File: config.mk
export PLATFORM = sky130hd
export DESIGN_NAME = drive_command_frame_parser_core
export DESIGN_NICKNAME = d
export VERILOG_FILES = /design/src/sv/dcfp_pkg.sv /design/src/sv/drive_command_frame_parser_core.sv /design/src/sv/dcfp_frame_track.sv /design/src/sv/dcfp_angle_scale.sv /design/src/sv/dcfp_store.sv
export SDC_FILE = /design/constraint.sdc
export NUM_CORES = 1
export LEC_CHECK = 0
export BUFFER_PORTS_ARGS = -buffer_cell sky130_fd_sc_hd__buf_4
export CAP_MARGIN = 25
export CORE_MARGIN = 2
export CORE_UTILIZATION = 60
export CTS_CLUSTER_DIAMETER = 120
export CTS_CLUSTER_SIZE = 28
export DETAILED_ROUTE_END_ITERATION = 7
export GPL_TIMING_DRIVEN = 0
export PLACE_DENSITY_LB_ADDON = 0.05
export SLEW_MARGIN = 25
export SYNTH_ARGS = -nofsm -noshare
export SYNTH_HDL_FRONTEND = slang
export SYNTH_SLANG_ARGS = --single-unit
File: constraint.sdc
create_clock -name clock -period 22.7 [get_ports clock]
set_clock_uncertainty 0.15 [all_clocks]
set_input_delay 4.54 -clock clock [delete_from_list [all_inputs] [get_ports clock]]
set_output_delay 4.54 -clock clock [all_outputs]
set_load 0.03 [all_outputs]
File: src/sv/dcfp_pkg.sv
`timescale 1ns / 1ps
// ----------------------------------------------------------------------------
// dcfp_pkg
// Shared constants, codes and the command record passed between the stages
// of the drive command frame parser.
// ----------------------------------------------------------------------------
package dcfp_pkg;

   localparam int FRAME_MAX_DEF = 256;
   localparam int HEAD_LEN      = 11;

   localparam logic [7:0] HDR_BYTE0    = 8'h66;
   localparam logic [7:0] HDR_BYTE1    = 8'hCC;
   localparam logic [7:0] ID_DRIVE     = 8'h01;
   localparam logic [7:0] ID_GAIN_SET  = 8'h05;
   localparam logic [7:0] ID_GAIN_READ = 8'h06;

   localparam logic [1:0] KIND_NONE      = 2'd0;
   localparam logic [1:0] KIND_DRIVE     = 2'd1;
   localparam logic [1:0] KIND_GAIN_SET  = 2'd2;
   localparam logic [1:0] KIND_GAIN_READ = 2'd3;

   localparam logic [16:0] WORD_OFFSET = 17'd30000;

   // angle scale 660/1230 reduces to 22/41
   localparam int          MAG_W      = 20;
   localparam int          QUOT_W     = 15;
   localparam int          RECIP_SHIFT = 24;
   localparam logic [18:0] RECIP_41   = 19'd409200;
   localparam logic [5:0]  DIV_41     = 6'd41;
   localparam logic [15:0] ANGLE_LIM  = 16'd42900;

   typedef struct packed {
      logic        valid;
      logic [1:0]  kind;
      logic [7:0]  enable;
      logic [16:0] speed;
      logic [7:0]  brake;
      logic [7:0]  sum_byte;
      logic [16:0] gain_p;
      logic [16:0] gain_i;
      logic [16:0] gain_d;
      logic        angle_neg;
   } cmd_type;

endpackage

File: src/sv/drive_command_frame_parser_core.sv
`timescale 1ns / 1ps
// ----------------------------------------------------------------------------
// drive_command_frame_parser_core
// Parses 66 CC framed drive and gain commands, one received byte per request.
// ----------------------------------------------------------------------------
// One byte is taken every cycle. A request that ends a frame produces one
// response after passing the input register, frame check register, angle
// multiply register and response register; other bytes give no response.
// The four stages move together, so a stalled response holds the whole
// pipeline and req_stall follows rsp_stall while a response waits.
// The response carries the packet kind and all stored command and gain
// values, updated by the frame that caused it.
module drive_command_frame_parser_core
   import dcfp_pkg::*;
#(
   parameter int FRAME_MAX = FRAME_MAX_DEF
) (
   input  logic         clock,
   input  logic         reset,
   input  logic         req_valid,
   output logic         req_stall,
   input  logic [7:0]   req_rx_byte,
   input  logic         req_frame_end,
   output logic         rsp_valid,
   input  logic         rsp_stall,
   output logic [1:0]   rsp_packet_kind,
   output logic [7:0]   rsp_drive_enable,
   output logic [16:0]  rsp_target_speed,
   output logic [16:0]  rsp_target_angle,
   output logic [7:0]   rsp_brake_value,
   output logic [7:0]   rsp_stored_sum_byte,
   output logic [16:0]  rsp_gain_p,
   output logic [16:0]  rsp_gain_i,
   output logic [16:0]  rsp_gain_d
);

   logic              advance;
   cmd_type           chk_cmd, ang_cmd;
   logic [MAG_W-1:0]  chk_mag;
   logic [16:0]       ang_value;

   assign advance   = !rsp_valid || !rsp_stall;
   assign req_stall = !advance;

   dcfp_frame_track #(
      .FRAME_MAX (FRAME_MAX)
   ) u_track (
      .clock         (clock),
      .reset         (reset),
      .advance       (advance),
      .req_valid     (req_valid),
      .req_rx_byte   (req_rx_byte),
      .req_frame_end (req_frame_end),
      .cmd_out       (chk_cmd),
      .mag_out       (chk_mag)
   );

   dcfp_angle_scale u_angle (
      .clock     (clock),
      .reset     (reset),
      .advance   (advance),
      .cmd_in    (chk_cmd),
      .mag_in    (chk_mag),
      .cmd_out   (ang_cmd),
      .angle_out (ang_value)
   );

   dcfp_store u_store (
      .clock               (clock),
      .reset               (reset),
      .advance             (advance),
      .cmd_in              (ang_cmd),
      .angle_in            (ang_value),
      .rsp_valid           (rsp_valid),
      .rsp_packet_kind     (rsp_packet_kind),
      .rsp_drive_enable    (rsp_drive_enable),
      .rsp_target_speed    (rsp_target_speed),
      .rsp_target_angle    (rsp_target_angle),
      .rsp_brake_value     (rsp_brake_value),
      .rsp_stored_sum_byte (rsp_stored_sum_byte),
      .rsp_gain_p          (rsp_gain_p),
      .rsp_gain_i          (rsp_gain_i),
      .rsp_gain_d          (rsp_gain_d)
   );

endmodule

File: src/sv/dcfp_frame_track.sv
`timescale 1ns / 1ps
// ----------------------------------------------------------------------------
// dcfp_frame_track
// Input register, per-frame tracking (index, running sum, header bytes,
// checksum byte) and the frame check that produces the command record.
// ----------------------------------------------------------------------------
module dcfp_frame_track
   import dcfp_pkg::*;
#(
   parameter int FRAME_MAX = FRAME_MAX_DEF
) (
   input  logic               clock,
   input  logic               reset,
   input  logic               advance,
   input  logic               req_valid,
   input  logic [7:0]         req_rx_byte,
   input  logic               req_frame_end,
   output cmd_type            cmd_out,
   output logic [MAG_W-1:0]   mag_out
);

   localparam int IDX_W = $clog2(FRAME_MAX + 1);
   localparam int CMP_W = (IDX_W >= 9) ? IDX_W + 1 : 10;

   logic              in_valid_ff;
   logic [7:0]        byte_ff;
   logic              last_ff;

   logic [IDX_W-1:0]  idx_ff, idx_in, idx_upd;
   logic [7:0]        sum_ff, sum_in, sum_upd;
   logic [7:0]        seen_ff, seen_in, seen_upd;
   logic              present_ff, present_in, present_upd;
   logic [7:0]        head_ff [HEAD_LEN];
   logic [7:0]        head_in [HEAD_LEN];

   cmd_type           cmd_ff, cmd_in;
   logic [MAG_W-1:0]  mag_ff, mag_in;

   logic              in_range;
   logic [7:0]        dlen;
   logic [CMP_W-1:0]  iw, dl3, dl4;
   logic              sum_hit, chk_hit;
   logic              frame_ok, long_frame;
   logic [16:0]       angle_word;
   logic [15:0]       angle_mag;

   always_comb begin
      in_range = idx_ff < IDX_W'(FRAME_MAX);
      dlen     = (idx_ff > IDX_W'(3)) ? head_ff[3] : 8'hFF;
      iw       = CMP_W'(idx_ff);
      dl3      = CMP_W'(dlen) + CMP_W'(3);
      dl4      = CMP_W'(dlen) + CMP_W'(4);
      sum_hit  = in_range && (iw == CMP_W'(2) || iw == CMP_W'(3) ||
                 (iw >= CMP_W'(4) && iw <= dl3));
      chk_hit  = in_range && !sum_hit && iw >= CMP_W'(4) && iw == dl4;

      for (int k = 0; k < HEAD_LEN; k++) begin
         head_in[k] = (in_range && idx_ff == IDX_W'(k)) ? byte_ff : head_ff[k];
      end
      sum_upd     = sum_hit ? sum_ff + byte_ff : sum_ff;
      seen_upd    = chk_hit ? byte_ff : seen_ff;
      present_upd = chk_hit | present_ff;
      idx_upd     = in_range ? idx_ff + IDX_W'(1) : idx_ff;

      // state cleared at every frame end
      if (last_ff) begin
         idx_in     = '0;
         sum_in     = '0;
         seen_in    = '0;
         present_in = 1'b0;
      end else begin
         idx_in     = idx_upd;
         sum_in     = sum_upd;
         seen_in    = seen_upd;
         present_in = present_upd;
      end

      frame_ok   = idx_upd >= IDX_W'(5) && head_in[0] == HDR_BYTE0 &&
                   head_in[1] == HDR_BYTE1 && present_upd && sum_upd == seen_upd;
      long_frame = idx_upd >= IDX_W'(HEAD_LEN);

      cmd_in.valid = in_valid_ff && last_ff;
      cmd_in.kind  = KIND_NONE;
      if (frame_ok) begin
         if (head_in[2] == ID_DRIVE && long_frame) begin
            cmd_in.kind = KIND_DRIVE;
         end else if (head_in[2] == ID_GAIN_SET && long_frame) begin
            cmd_in.kind = KIND_GAIN_SET;
         end else if (head_in[2] == ID_GAIN_READ) begin
            cmd_in.kind = KIND_GAIN_READ;
         end
      end
      cmd_in.enable   = head_in[4];
      cmd_in.speed    = {1'b0, head_in[5], head_in[6]} - WORD_OFFSET;
      cmd_in.brake    = head_in[9];
      cmd_in.sum_byte = head_in[10];
      cmd_in.gain_p   = {1'b0, head_in[4], head_in[5]} - WORD_OFFSET;
      cmd_in.gain_i   = {1'b0, head_in[6], head_in[7]} - WORD_OFFSET;
      cmd_in.gain_d   = {1'b0, head_in[8], head_in[9]} - WORD_OFFSET;

      angle_word       = {1'b0, head_in[7], head_in[8]} - WORD_OFFSET;
      cmd_in.angle_neg = angle_word[16];
      angle_mag        = angle_word[16] ? 16'(-angle_word) : angle_word[15:0];
      // magnitude times 22 as shift and add
      mag_in = (MAG_W'(angle_mag) << 4) + (MAG_W'(angle_mag) << 2) +
               (MAG_W'(angle_mag) << 1);
   end

   always_ff @(posedge clock) begin
      if (reset) begin
         in_valid_ff  <= 1'b0;
         idx_ff       <= '0;
         sum_ff       <= '0;
         seen_ff      <= '0;
         present_ff   <= 1'b0;
         cmd_ff.valid <= 1'b0;
      end else if (advance) begin
         in_valid_ff  <= req_valid;
         cmd_ff.valid <= cmd_in.valid;
         if (in_valid_ff) begin
            idx_ff     <= idx_in;
            sum_ff     <= sum_in;
            seen_ff    <= seen_in;
            present_ff <= present_in;
         end
      end
      if (advance) begin
         byte_ff <= req_rx_byte;
         last_ff <= req_frame_end;
         if (in_valid_ff) begin
            for (int k = 0; k < HEAD_LEN; k++) begin
               head_ff[k] <= head_in[k];
            end
         end
         cmd_ff.kind      <= cmd_in.kind;
         cmd_ff.enable    <= cmd_in.enable;
         cmd_ff.speed     <= cmd_in.speed;
         cmd_ff.brake     <= cmd_in.brake;
         cmd_ff.sum_byte  <= cmd_in.sum_byte;
         cmd_ff.gain_p    <= cmd_in.gain_p;
         cmd_ff.gain_i    <= cmd_in.gain_i;
         cmd_ff.gain_d    <= cmd_in.gain_d;
         cmd_ff.angle_neg <= cmd_in.angle_neg;
         mag_ff           <= mag_in;
      end
   end

   assign cmd_out = cmd_ff;
   assign mag_out = mag_ff;

endmodule

File: src/sv/dcfp_angle_scale.sv
`timescale 1ns / 1ps
// ----------------------------------------------------------------------------
// dcfp_angle_scale
// Divides the scaled angle magnitude by 41 with a reciprocal multiply and a
// single correction step, then applies the x65 scale, clamp and sign.
// ----------------------------------------------------------------------------
module dcfp_angle_scale
   import dcfp_pkg::*;
(
   input  logic              clock,
   input  logic              reset,
   input  logic              advance,
   input  cmd_type           cmd_in,
   input  logic [MAG_W-1:0]  mag_in,
   output cmd_type           cmd_out,
   output logic [16:0]       angle_out
);

   localparam int PROD_W = MAG_W + 19;

   cmd_type            cmd_ff;
   logic [MAG_W-1:0]   mag_ff;
   logic [QUOT_W-1:0]  quot_ff, quot_in;
   logic [PROD_W-1:0]  prod;

   logic [MAG_W-1:0]   rem;
   logic [QUOT_W-1:0]  quot;
   logic [20:0]        scaled;
   logic [15:0]        clamped;

   always_comb begin
      prod    = PROD_W'(mag_in) * PROD_W'(RECIP_41);
      quot_in = prod[RECIP_SHIFT +: QUOT_W];
   end

   // estimate is at most one low
   always_comb begin
      rem     = mag_ff - MAG_W'(quot_ff) * MAG_W'(DIV_41);
      quot    = (rem >= MAG_W'(DIV_41)) ? quot_ff + QUOT_W'(1) : quot_ff;
      scaled  = (21'(quot) << 6) + 21'(quot);
      clamped = (scaled > 21'(ANGLE_LIM)) ? ANGLE_LIM : scaled[15:0];
      angle_out = cmd_ff.angle_neg ? 17'(-{1'b0, clamped}) : {1'b0, clamped};
   end

   always_ff @(posedge clock) begin
      if (reset) begin
         cmd_ff.valid <= 1'b0;
      end else if (advance) begin
         cmd_ff.valid <= cmd_in.valid;
      end
      if (advance) begin
         cmd_ff.kind      <= cmd_in.kind;
         cmd_ff.enable    <= cmd_in.enable;
         cmd_ff.speed     <= cmd_in.speed;
         cmd_ff.brake     <= cmd_in.brake;
         cmd_ff.sum_byte  <= cmd_in.sum_byte;
         cmd_ff.gain_p    <= cmd_in.gain_p;
         cmd_ff.gain_i    <= cmd_in.gain_i;
         cmd_ff.gain_d    <= cmd_in.gain_d;
         cmd_ff.angle_neg <= cmd_in.angle_neg;
         mag_ff           <= mag_in;
         quot_ff          <= quot_in;
      end
   end

   assign cmd_out = cmd_ff;

endmodule

File: src/sv/dcfp_store.sv
`timescale 1ns / 1ps
// ----------------------------------------------------------------------------
// dcfp_store
// Stored drive command and gains; these registers double as the response
// register, together with the response valid and packet kind.
// ----------------------------------------------------------------------------
module dcfp_store
   import dcfp_pkg::*;
(
   input  logic         clock,
   input  logic         reset,
   input  logic         advance,
   input  cmd_type      cmd_in,
   input  logic [16:0]  angle_in,
   output logic         rsp_valid,
   output logic [1:0]   rsp_packet_kind,
   output logic [7:0]   rsp_drive_enable,
   output logic [16:0]  rsp_target_speed,
   output logic [16:0]  rsp_target_angle,
   output logic [7:0]   rsp_brake_value,
   output logic [7:0]   rsp_stored_sum_byte,
   output logic [16:0]  rsp_gain_p,
   output logic [16:0]  rsp_gain_i,
   output logic [16:0]  rsp_gain_d
);

   logic         valid_ff;
   logic [1:0]   kind_ff;
   logic [7:0]   enable_ff;
   logic [16:0]  speed_ff;
   logic [16:0]  angle_ff;
   logic [7:0]   brake_ff;
   logic [7:0]   sum_ff;
   logic [16:0]  gain_p_ff, gain_i_ff, gain_d_ff;

   always_ff @(posedge clock) begin
      if (reset) begin
         valid_ff  <= 1'b0;
         kind_ff   <= KIND_NONE;
         enable_ff <= '0;
         speed_ff  <= '0;
         angle_ff  <= '0;
         brake_ff  <= '0;
         sum_ff    <= '0;
         gain_p_ff <= '0;
         gain_i_ff <= '0;
         gain_d_ff <= '0;
      end else if (advance) begin
         valid_ff <= cmd_in.valid;
         if (cmd_in.valid) begin
            kind_ff <= cmd_in.kind;
            unique case (cmd_in.kind)
               KIND_DRIVE: begin
                  enable_ff <= cmd_in.enable;
                  speed_ff  <= cmd_in.speed;
                  angle_ff  <= angle_in;
                  brake_ff  <= cmd_in.brake;
                  sum_ff    <= cmd_in.sum_byte;
               end
               KIND_GAIN_SET: begin
                  gain_p_ff <= cmd_in.gain_p;
                  gain_i_ff <= cmd_in.gain_i;
                  gain_d_ff <= cmd_in.gain_d;
               end
               default: begin
               end
            endcase
         end
      end
   end

   assign rsp_valid           = valid_ff;
   assign rsp_packet_kind     = kind_ff;
   assign rsp_drive_enable    = enable_ff;
   assign rsp_target_speed    = speed_ff;
   assign rsp_target_angle    = angle_ff;
   assign rsp_brake_value     = brake_ff;
   assign rsp_stored_sum_byte = sum_ff;
   assign rsp_gain_p          = gain_p_ff;
   assign rsp_gain_i          = gain_i_ff;
   assign rsp_gain_d          = gain_d_ff;

endmodule

==> results of run 1 <==
[path summary, 6_finish.rpt]
| kind | to | slack (ps) | cells after the start |
|---|---|---|---|
| hold reg to reg | u_angle.cmd_out[13] | 270 | 0 |
| setup / recovery | u_store.rsp_target_angle[14] | 11770 | 40 |
| setup reg to reg | u_store.rsp_target_angle[14] | 11770 | 40 |
| hold / removal | u_angle.cmd_out[13] | 270 | 0 |
[power by group]
part | switching, mW | internal, mW
Combinational | 1.05 | 0.648
Sequential | 0.0253 | 0.946
Clock | 0.275 | 0.205
[area by class of cell]
| class | instances | share of cell area [%] |
|---|---|---|
| tap | 615 | 2.42 |
| timing repair buffer | 130 | 3.43 |
| clock inverter | 3 | 0.224 |
| multi-input combinational | 1775 | 45.8 |
| inverter | 389 | 4.61 |
| buffer | 92 | 1.18 |
| sequential | 473 | 40.3 |
| clock buffer | 37 | 2.04 |
[layer usage]
| metal | vias up | wire, um | GRT usage [%] |
|---|---|---|---|
| met5 | - | 0 | 0 |
| met3 | 70 | 3360 | 2.60 |
| met4 | 0 | 1220 | 5.30 |
| met2 | 520 | 30800 | 43.1 |
| met1 | 9802 | 31100 | 39.3 |
| li1 | 9649 | - | - |
[registers in the layout (all words and copies together) (netlist names), 2 cells and up]
register	cells
u_angle.cmd_out	92
u_track.cmd_out	92
u_track.head_ff	88
u_angle.mag_ff	19
u_track.mag_out	19
u_store.rsp_gain_d	17
u_store.rsp_gain_i	17
u_store.rsp_gain_p	17
u_store.rsp_target_angle	17
u_store.rsp_target_speed	17
u_angle.quot_ff	15
u_track.idx_ff	9
u_store.rsp_brake_value	8
u_store.rsp_drive_enable	8
u_store.rsp_stored_sum_byte	8
u_track.byte_ff	8
u_track.seen_ff	8
u_track.sum_ff	8
u_store.rsp_packet_kind	2
[metrics by stage]
stage | cells | setup slack, ps
2_1_floorplan | 2729 | 6610
3_3_place_gp | 3468 | 4050
3_5_place_dp | 3474 | 11990
4_1_cts | 3514 | 11920
5_1_grt | 3514 | 11050
6_report | 3514 | 11770
[cell families after synthesis]
kind of cell               synth area share (%)
adders and majority gates                  21.0
xor gates and xnor gates                   4.59
AOI/OAI and AO/OA                          9.62
and+or+nand+nor                            10.6
DFF                                        43.9
buffers and inverters                      6.29
muxes                                      4.05
[cells in the final DEF, fill, tap and decap left out, types with 24 or more instances in the layout]
master,instances
xnor2_1,112
ha_1,256
dfxtp_1,141
clkbuf_1,97
mux2i_1,59
nor3_1,42
nor2_1,126
inv_1,385
xor2_1,37
fa_1,146
buf_4,124
clkbuf_16,24
edfxtp_1,332
a21oi_1,192
nand3_1,55
nand2_1,299
mux2_2,51
o21ai_0,58
==> summary.txt, run 1 <==
Status
  – Status: complete, no violations

Routing
  – Vias post-DR: 20,000
  – Routed WL: 66,400 um
  – Antenna Violating Nets Remaining: 0
  – DRC: 0
  – Per-cell routed wire length: 18.9 um
  – Post-DR vias/cell: 5.70
  – Initial DRT Pass Iterations: 5
  – First DRT Iteration DRCs: 1,637

GRT
  – Largest net degree at the start of global routing: 77
  – Gr ovfl total: 0
  – Total track usage: 26.6%
  – First-pass GRT wire length: 105,000 um
  – Antenna violations before repair: 0
  – Vias in the first global route: 19,600

Logic synthesis
  – Syn Nets: 3,144
  – Gate Count Post-Synth: 2,729
  – Asr flop ratio synth: 0%
  – Post-synthesis cell type count: 92
  – Synth warn: 0
  – Post-synth EDFFs: 332
  – Post-Syn Area: 29,200 um2
  – Syn Area/Cell: 10.7 um2
  – Most common cell in the netlist: inv_1
  – Post-synth top area cell: edfxtp_1
  – Seq/Total Area, Yosys: 43.9%
  – Most frequent cells after synthesis: 385 x inv_1, 332 x edfxtp_1, 300 x nand2_1
  – Top cell type's share of synthesized area: 34.2%
  – Synth Register Bits: 473
  – Synth area leaders: edfxtp_1 34%, ha_1 11%, fa_1 10%, dfxtp_1 9.7%, inv_1 5.0%
  – Top_reg_cell synth: edfxtp_1

Cells and area
  – # diodes: 0
  – Synth-to-Final Area Change: 8.92%
  – Final instance area: 31,800 um2
  – Post-layout util: 66.4%
  – Area of the multi-input gates: 14,600 um2
  – Nets: 3,298
  – # fillers: 3,812
  – Register Area: 12,800 um2
  – Layout cells sized above 1: 8.55%

Clock network
  – Post-CTS setup buffer count: 0
  – Root Driver: clkbuf_16
  – Clock sinks: 473
  – Clock Latency Late Sink: 580 ps
  – Clock slew at reported path FFs: 110 ps
  – Htree depth: 1
  – Cts hold-fix bufs: 0
  – Num CTS Buffers: 22
  – CTS resizes: 0
  – CTS tree: yes
  – Clk buf depth: 3

Die
  – Core area: 47,800 um2
  – Die Height: 224 um
  – # rows: 80
  – DIE AREA: 50,400 um2
  – Ports: 126
  – Die width: 224 um
  – Starting density of the core: 61.0%

Timing
  – Worst slew pin tran: 1040 ps
  – Slew headroom: 30.9%
  – Fmax: 0.0915 GHz
  – Crit share post-route: 48.2%
  – Max-slew violation count: 0
  – Setup violations, final: 0
  – Final hold violations: 0
  – Setup Total Neg Slack: 0 ps
  – Final hold slack: 266 ps
  – Min Tclk post-route: 10,930 ps
  – RSZ-0062 raised after global routing: no

Power and ir drop
  – Power Density: 99.3 nW/um2
  – Pleak: 13.4 nW
  – Tot Pwr: 3.15 mW
  – Maximum VDD drop: 0.153 mV

Placement
  – GP Congestion: 0.876
  – IO buf count: 124
  – Placed Area: 31,000 um2
  – Post-DP HPWL: 51,000 um

Setup path
  – Critical path arrival: 11,250 ps
  – Crit path largest cell delay: 680 ps
  – CP startpoint: u_angle.quot_ff[9]
  – Crit path capture type: flop
  – RR Startpoint: u_angle.quot_ff[9]
  – Critical path class: flop to flop
  – CP delay by family, top: simple AND/OR/NAND/NOR gates
  – Slowest-stage cell, CP: nor4_2
  – CP most frequent cell: ha_1
  – Startpoint types: flop
  – CP Max Fanout: 10
  – Worst EP required: 23,010 ps
  – Crit path buf inv count: 7

Job
  – Max-cap viol count: 0

Min path
  – Worst min path class: flop to flop
  – Hold_sp: u_track.cmd_out[13]
(Power assumes the default switching activity.)
==> run 2: changes to the inputs <==
==> constraint.sdc (replaced) <==
create_clock -name clock -period 10.9 [get_ports clock]
set_clock_uncertainty 0.15 [all_clocks]
set_input_delay 2.18 -clock clock [delete_from_list [all_inputs] [get_ports clock]]
set_output_delay 2.18 -clock clock [all_outputs]
set_load 0.03 [all_outputs]
==> summary.txt, run 2 (same netlist as run 1, synthesis figures left out) <==
Status
  – Status: complete, no violations (unchanged)

Cells and area
  – # diodes: 0 (unchanged)
  – Post-layout util: 66.1% (was 66.4%)
  – Most common cell after layout, fill and taps aside: inv_1 (unchanged)
  – Non-filler cells, final: 3,510 (was 3,514)
  – # fillers: 3,786 (was 3,812)
  – Layout cells sized above 1: 8.50% (was 8.55%)
  – Synth-to-Final Area Change: 8.40% (was 8.92%)
  – Nets: 3,295 (was 3,298)
  – Most frequent cells in the layout: 385 x inv_1, 332 x edfxtp_1, 299 x nand2_1 (unchanged)

Routing
  – Routed WL: 66,500 um (was 66,400 um)
  – Post-DR vias/cell: 5.75 (was 5.70)
  – Vias post-DR: 20,200 (was 20,000)
  – Antenna Violating Nets Remaining: 0 (unchanged)
  – First DRT Iteration DRCs: 1,770 (was 1,637)
  – Per-cell routed wire length: 18.9 um (about the same)
  – DRC: 0 (unchanged)
  – Initial DRT Pass Iterations: 5 (unchanged)

Power and ir drop
  – Tot Pwr: 6.54 mW (was 3.15 mW)
  – Maximum VDD drop: 0.449 mV (was 0.153 mV)
  – Pleak: 13.3 nW (was 13.4 nW)
  – Power Density: 207 nW/um2 (was 99.3 nW/um2)

Clock network
  – Htree depth: 1 (unchanged)
  – Clock Latency Late Sink: 560 ps (was 580 ps)
  – Root Driver: clkbuf_16 (unchanged)
  – Cts hold-fix bufs: 0 (unchanged)
  – Clock sinks: 473 (unchanged)
  – CTS tree: yes (unchanged)
  – Num CTS Buffers: 21 (was 22)
  – Clk buf depth: 3 (unchanged)
  – Clock slew at reported path FFs: 100 ps (was 110 ps)

Die
  – Die width: 224 um (unchanged)
  – Ports: 126 (unchanged)
  – Core area: 47,800 um2 (unchanged)
  – Starting density of the core: 61.0% (unchanged)
  – DIE AREA: 50,400 um2 (unchanged)
  – # rows: 80 (unchanged)
  – Die Height: 224 um (unchanged)

GRT
  – Largest net degree at the start of global routing: 90 (was 77)
  – First-pass GRT wire length: 105,000 um (about the same)
  – Total track usage: 26.6% (about the same)
  – Antenna violations before repair: 1 (was 0)
  – Vias in the first global route: 19,400 (was 19,600)
  – Gr ovfl total: 0 (unchanged)

Setup path
  – CP delay by family, top: simple AND/OR/NAND/NOR gates (unchanged)
  – Crit path buf inv count: 7 (unchanged)
  – Crit path largest cell delay: 510 ps (was 680 ps)
  – Crit path capture type: flop (unchanged)
  – RR Startpoint: u_angle.quot_ff[9] (unchanged)
  – Critical path class: flop to flop (unchanged)
  – Slowest-stage cell, CP: fa_1 (was nor4_2)
  – Worst EP required: 11,230 ps (was 23,010 ps)
  – CP Max Fanout: 10 (unchanged)
  – Startpoint types: flop (unchanged)
  – Critical path arrival: 10,500 ps (was 11,250 ps)
  – FF-to-FF setup slack: 730 ps (was 11,770 ps)
  – Reg2reg path depth: 39 (was 40)
  – Reg-to-reg endpoint: u_store.rsp_target_angle[14] (unchanged)
  – CP most frequent cell: ha_1 (unchanged)

Timing
  – Final hold violations: 0 (unchanged)
  – Fmax: 0.0983 GHz (was 0.0915 GHz)
  – RSZ-0062 raised after global routing: no (unchanged)
  – Min Tclk post-route: 10,170 ps (was 10,930 ps)
  – Slew headroom: 34.9% (was 30.9%)
  – Setup violations, final: 0 (unchanged)
  – Worst slew pin tran: 976 ps (was 1040 ps)
  – Max-slew violation count: 0 (unchanged)
  – Crit share post-route: 93.3% (was 48.2%)

Placement
  – IO buf count: 124 (unchanged)
  – GP Congestion: 0.922 (was 0.876)
  – Post-DP HPWL: 51,100 um (was 51,000 um)
  – DP Cell Count: 3,472 (was 3,474)

Job
  – Max-cap viol count: 0 (unchanged)

Min path
  – Hold_sp: u_track.cmd_out[7] (was u_track.cmd_out[13])
  – WHS Path Cells: 0 (unchanged)
  – Worst min path class: flop to flop (unchanged)
  – Min-Delay Endpoint: u_angle.cmd_out[7] (was u_angle.cmd_out[13])
## run 2: cell count changes in the layout (fill, tap and decap cells not counted), sizes merged
| cell | previous run | this run |
|---|---|---|
| buf | 138 | 137 |
| clkinv | 4 | 1 |
| clkbuf | 121 | 118 |
| inv | 388 | 391 |
## run 2: final cells by class
| type | instances | area (um2) | area share [%] |
|---|---|---|---|
| multi-input combinational | 1775 | 14600 | 46.1 |
| sequential | 473 | 12800 | 40.5 |
| inverter | 389 | 1470 | 4.63 |
| timing repair buffer | 129 | 1030 | 3.24 |
| tap | 615 | 769 | 2.43 |
| clock buffer | 35 | 578 | 1.83 |
| buffer | 91 | 370 | 1.17 |
| clock inverter | 3 | 41.3 | 0.131 |
## run 2: power breakdown
part | internal (mW) | total [mW] | switching [mW] | leakage, nW
sequential | 1.97 | 2.02 | 0.0453 | 4.29
combinational | 1.36 | 3.60 | 2.23 | 8.70
clock | 0.378 | 0.931 | 0.553 | 0.294
## run 2: worst max-delay path by stage
stage / slack (ps) / start / endpoint / cells after the start
6_report: 730 / u_angle.quot_ff[9] / u_store.rsp_target_angle[14] / 39
5_1_grt: 10 / u_angle.quot_ff[9] / u_store.rsp_target_angle[14] / 40
4_1_cts: 420 / u_angle.quot_ff[9] / u_store.rsp_target_angle[14] / 40
3_5_place_dp: 460 / u_angle.quot_ff[9] / u_store.rsp_target_angle[14] / 40
3_3_place_gp: -1220 / rsp_stall / u_track.seen_ff[1] / 7
2_1_floorplan: 2000 / u_angle.quot_ff[7] / u_store.rsp_target_angle[14] / 40
## run 2: metal layers
layer	GRT usage, %	wire, um
met1	40.3	31400
met2	42.4	30600
met3	2.31	3340
met4	5.15	1210
met5	0	12
## run 2: through the flow
stage               area (um2)  worst slack (ps)  setup TNS [ps]  hold WS (ps)
floorplan                29200              2000               0           250
global placement         30900             -1220          -59080           252
global route             31600              11.2               0           274
finish                   31600               727               0           265
detailed placement       31000               456               0           255
CTS                      31600               419               0           265
## run 2: repair_timing
item	CTS	global route
setup buffers	0	1
setup endpoints to repair	0	4
gates resized for setup	0	3
endpoints found under the hold margin	0	0
## run 2: worst register-to-register path, delay by kind of cell (launching register included)
kind / cells / cell delay (ps)
simple gates: 13 / 2770
buf+inv: 7 / 1410
xor+xnor: 2 / 350
flops: 1 / 420
compound gates: 9 / 2190
mux: 1 / 330
fa+ha+maj: 7 / 2460
==> run 3: changes to the inputs <==
--- a/config.mk
+++ b/config.mk
@@ -5,7 +5,7 @@
 export SDC_FILE = /design/constraint.sdc
 export NUM_CORES = 1
 export LEC_CHECK = 0
-export BUFFER_PORTS_ARGS = -buffer_cell sky130_fd_sc_hd__buf_4
+export BUFFER_PORTS_ARGS = -buffer_cell sky130_fd_sc_hd__buf_2
 export CAP_MARGIN = 25
 export CORE_MARGIN = 2
 export CORE_UTILIZATION = 60
==> summary.txt, run 3 (same netlist as run 1, synthesis figures left out) <==
Timing
  – Crit share post-route: 93.6% (was 93.3%)
  – Max-slew violation count: 0 (unchanged)
  – Final WS setup: 692 ps (was 727 ps)
  – Final hold violations: 0 (unchanged)
  – Min Tclk post-route: 10,210 ps (was 10,170 ps)
  – Setup violations, final: 0 (unchanged)
  – Slew headroom: 32.8% (was 34.9%)
  – Fmax: 0.0980 GHz (was 0.0983 GHz)
  – Worst slew pin tran: 1010 ps (was 976 ps)

Clock network
  – Num CTS Buffers: 21 (unchanged)
  – Root Driver: clkbuf_16 (unchanged)
  – Clk buf depth: 3 (unchanged)
  – Htree depth: 1 (unchanged)
  – CTS tree: yes (unchanged)
  – Clock slew at reported path FFs: 100 ps (about the same)
  – Clock Latency Late Sink: 570 ps (was 560 ps)
  – Clock sinks: 473 (unchanged)

Routing
  – First DRT Iteration DRCs: 1,759 (was 1,770)
  – Routed WL: 66,100 um (was 66,500 um)
  – Antenna Violating Nets Remaining: 0 (unchanged)
  – Vias post-DR: 20,100 (was 20,200)
  – Per-cell routed wire length: 18.8 um (was 18.9 um)
  – Post-DR vias/cell: 5.74 (was 5.75)
  – Initial DRT Pass Iterations: 5 (unchanged)
  – DRC: 0 (unchanged)

Power and ir drop
  – Clk pwr share: 14.3% (was 14.2%)
  – Tot Pwr: 6.58 mW (was 6.54 mW)
  – Power Density: 210 nW/um2 (was 207 nW/um2)
  – Pint: 3.71 mW (about the same)
  – Pleak: 13.3 nW (about the same)
  – Psw: 2.86 mW (was 2.83 mW)
  – Net Sw Frac: 43.6% (was 43.3%)
  – Comb power frac: 55.1% (was 55.0%)
  – Seq pwr share: 30.7% (was 30.8%)
  – Maximum VDD drop: 0.360 mV (was 0.449 mV)

Die
  – Core area: 47,800 um2 (unchanged)
  – Die width: 224 um (unchanged)
  – Starting density of the core: 61.0% (unchanged)
  – DIE AREA: 50,400 um2 (unchanged)
  – # rows: 80 (unchanged)
  – Ports: 126 (unchanged)
  – Die Height: 224 um (unchanged)

Job
  – Max-cap viol count: 0 (unchanged)

Placement
  – IO buf count: 124 (unchanged)
  – GP Congestion: 0.899 (was 0.922)
  – DP Cell Count: 3,471 (was 3,472)
  – Pre-CTS setup slack: 406 ps (was 456 ps)
  – Post-DP HPWL: 50,700 um (was 51,100 um)
  – Placed Area: 30,700 um2 (was 31,000 um2)

Setup path
  – CP startpoint: u_angle.quot_ff[9] (unchanged)
  – Worst EP required: 11,230 ps (about the same)
  – Slowest-stage cell, CP: fa_1 (unchanged)
  – Crit path largest cell delay: 510 ps (about the same)
  – Crit path capture type: flop (unchanged)
  – CP most frequent cell: ha_1 (unchanged)
  – Startpoint types: flop (unchanged)
  – RR Startpoint: u_angle.quot_ff[9] (unchanged)
  – FF-to-FF setup slack: 690 ps (was 730 ps)
  – Critical path class: flop to flop (unchanged)
  – Critical path arrival: 10,540 ps (was 10,500 ps)
  – CP Max Fanout: 10 (unchanged)

Min path
  – Hold_sp: u_track.cmd_out[8] (was u_track.cmd_out[7])
  – Worst min path class: flop to flop (unchanged)

GRT
  – Gr ovfl total: 0 (unchanged)
  – Vias in the first global route: 19,200 (was 19,400)
  – Antenna violations before repair: 2 (was 1)
  – Total track usage: 26.3% (was 26.6%)
  – Largest net degree at the start of global routing: 97 (was 90)
  – First-pass GRT wire length: 104,000 um (was 105,000 um)

Cells and area
  – # fillers: 3,829 (was 3,786)
  – Nets: 3,296 (was 3,295)
  – Non-filler cells, final: 3,511 (was 3,510)
  – Synth-to-Final Area Change: 7.39% (was 8.40%)
  – Most frequent cells in the layout: 385 x inv_1, 332 x edfxtp_1, 299 x nand2_1 (unchanged)
  – Post-layout util: 65.5% (was 66.1%)
  – # diodes: 0 (unchanged)
  – Most common cell after layout, fill and taps aside: inv_1 (unchanged)
  – Layout cells sized above 1: 8.53% (was 8.50%)
  – Final instance area: 31,300 um2 (was 31,600 um2)

Status
  – Status: complete, no violations (unchanged)
## run 3: power by group through the flow
stage	registers (mW)	clock network, mW	logic (mW)
3_3_place_gp	2.06	0	3.49
6_report	2.02	0.938	3.62
5_1_grt	2.02	1.01	4.04
3_5_place_dp	2.06	0	3.53
4_1_cts	2.02	0.960	3.56
2_1_floorplan	2.04	0	2.74
## run 3: stage by stage
step	setup TNS, ps	hold WS (ps)
2_1_floorplan	0	250
3_3_place_gp	-65880	251
3_5_place_dp	0	255
4_1_cts	0	268
5_1_grt	-27.2	282
6_report	0	269
## run 3: final cells by class
type | count | area, um2 | area share [%]
multi-input combinational | 1775 | 14600 | 46.5
sequential | 473 | 12800 | 40.8
inverter | 389 | 1470 | 4.68
tap | 615 | 769 | 2.46
timing repair buffer | 129 | 718 | 2.29
clock buffer | 35 | 588 | 1.88
buffer | 92 | 374 | 1.19
clock inverter | 3 | 41.3 | 0.132
## run 3: worst paths after layout
path         depth (start not counted)                           end
max reg2reg                         40  u_store.rsp_target_angle[14]
min reg2reg                          0            u_angle.cmd_out[8]
min                                  0            u_angle.cmd_out[8]
max                                 40  u_store.rsp_target_angle[14]
## run 3: worst max-delay path: cells and delay by family, from the launching register on
family / cells / cell delay (ps)
simple gates: 13 / 2680
fa+ha+maj: 7 / 2470
xor+xnor: 2 / 350
mux: 1 / 340
flops: 1 / 420
compound gates: 9 / 2210
buf+inv: 8 / 1500
## run 3: what timing repair did
action	4_1_cts	5_1_grt
gates resized for setup	0	2
endpoints found under the setup margin	0	5
hold buffers	0	0
setup buffers	0	2
## run 3: layer usage
layer / global-route usage (%) / vias up / routed length (um)
met5: 0 / - / 17
met4: 4.70 / 2 / 1070
met3: 3.49 / 65 / 4050
met2: 41.9 / 588 / 30200
met1: 39.1 / 9842 / 30800
li1: - / 9648 / -
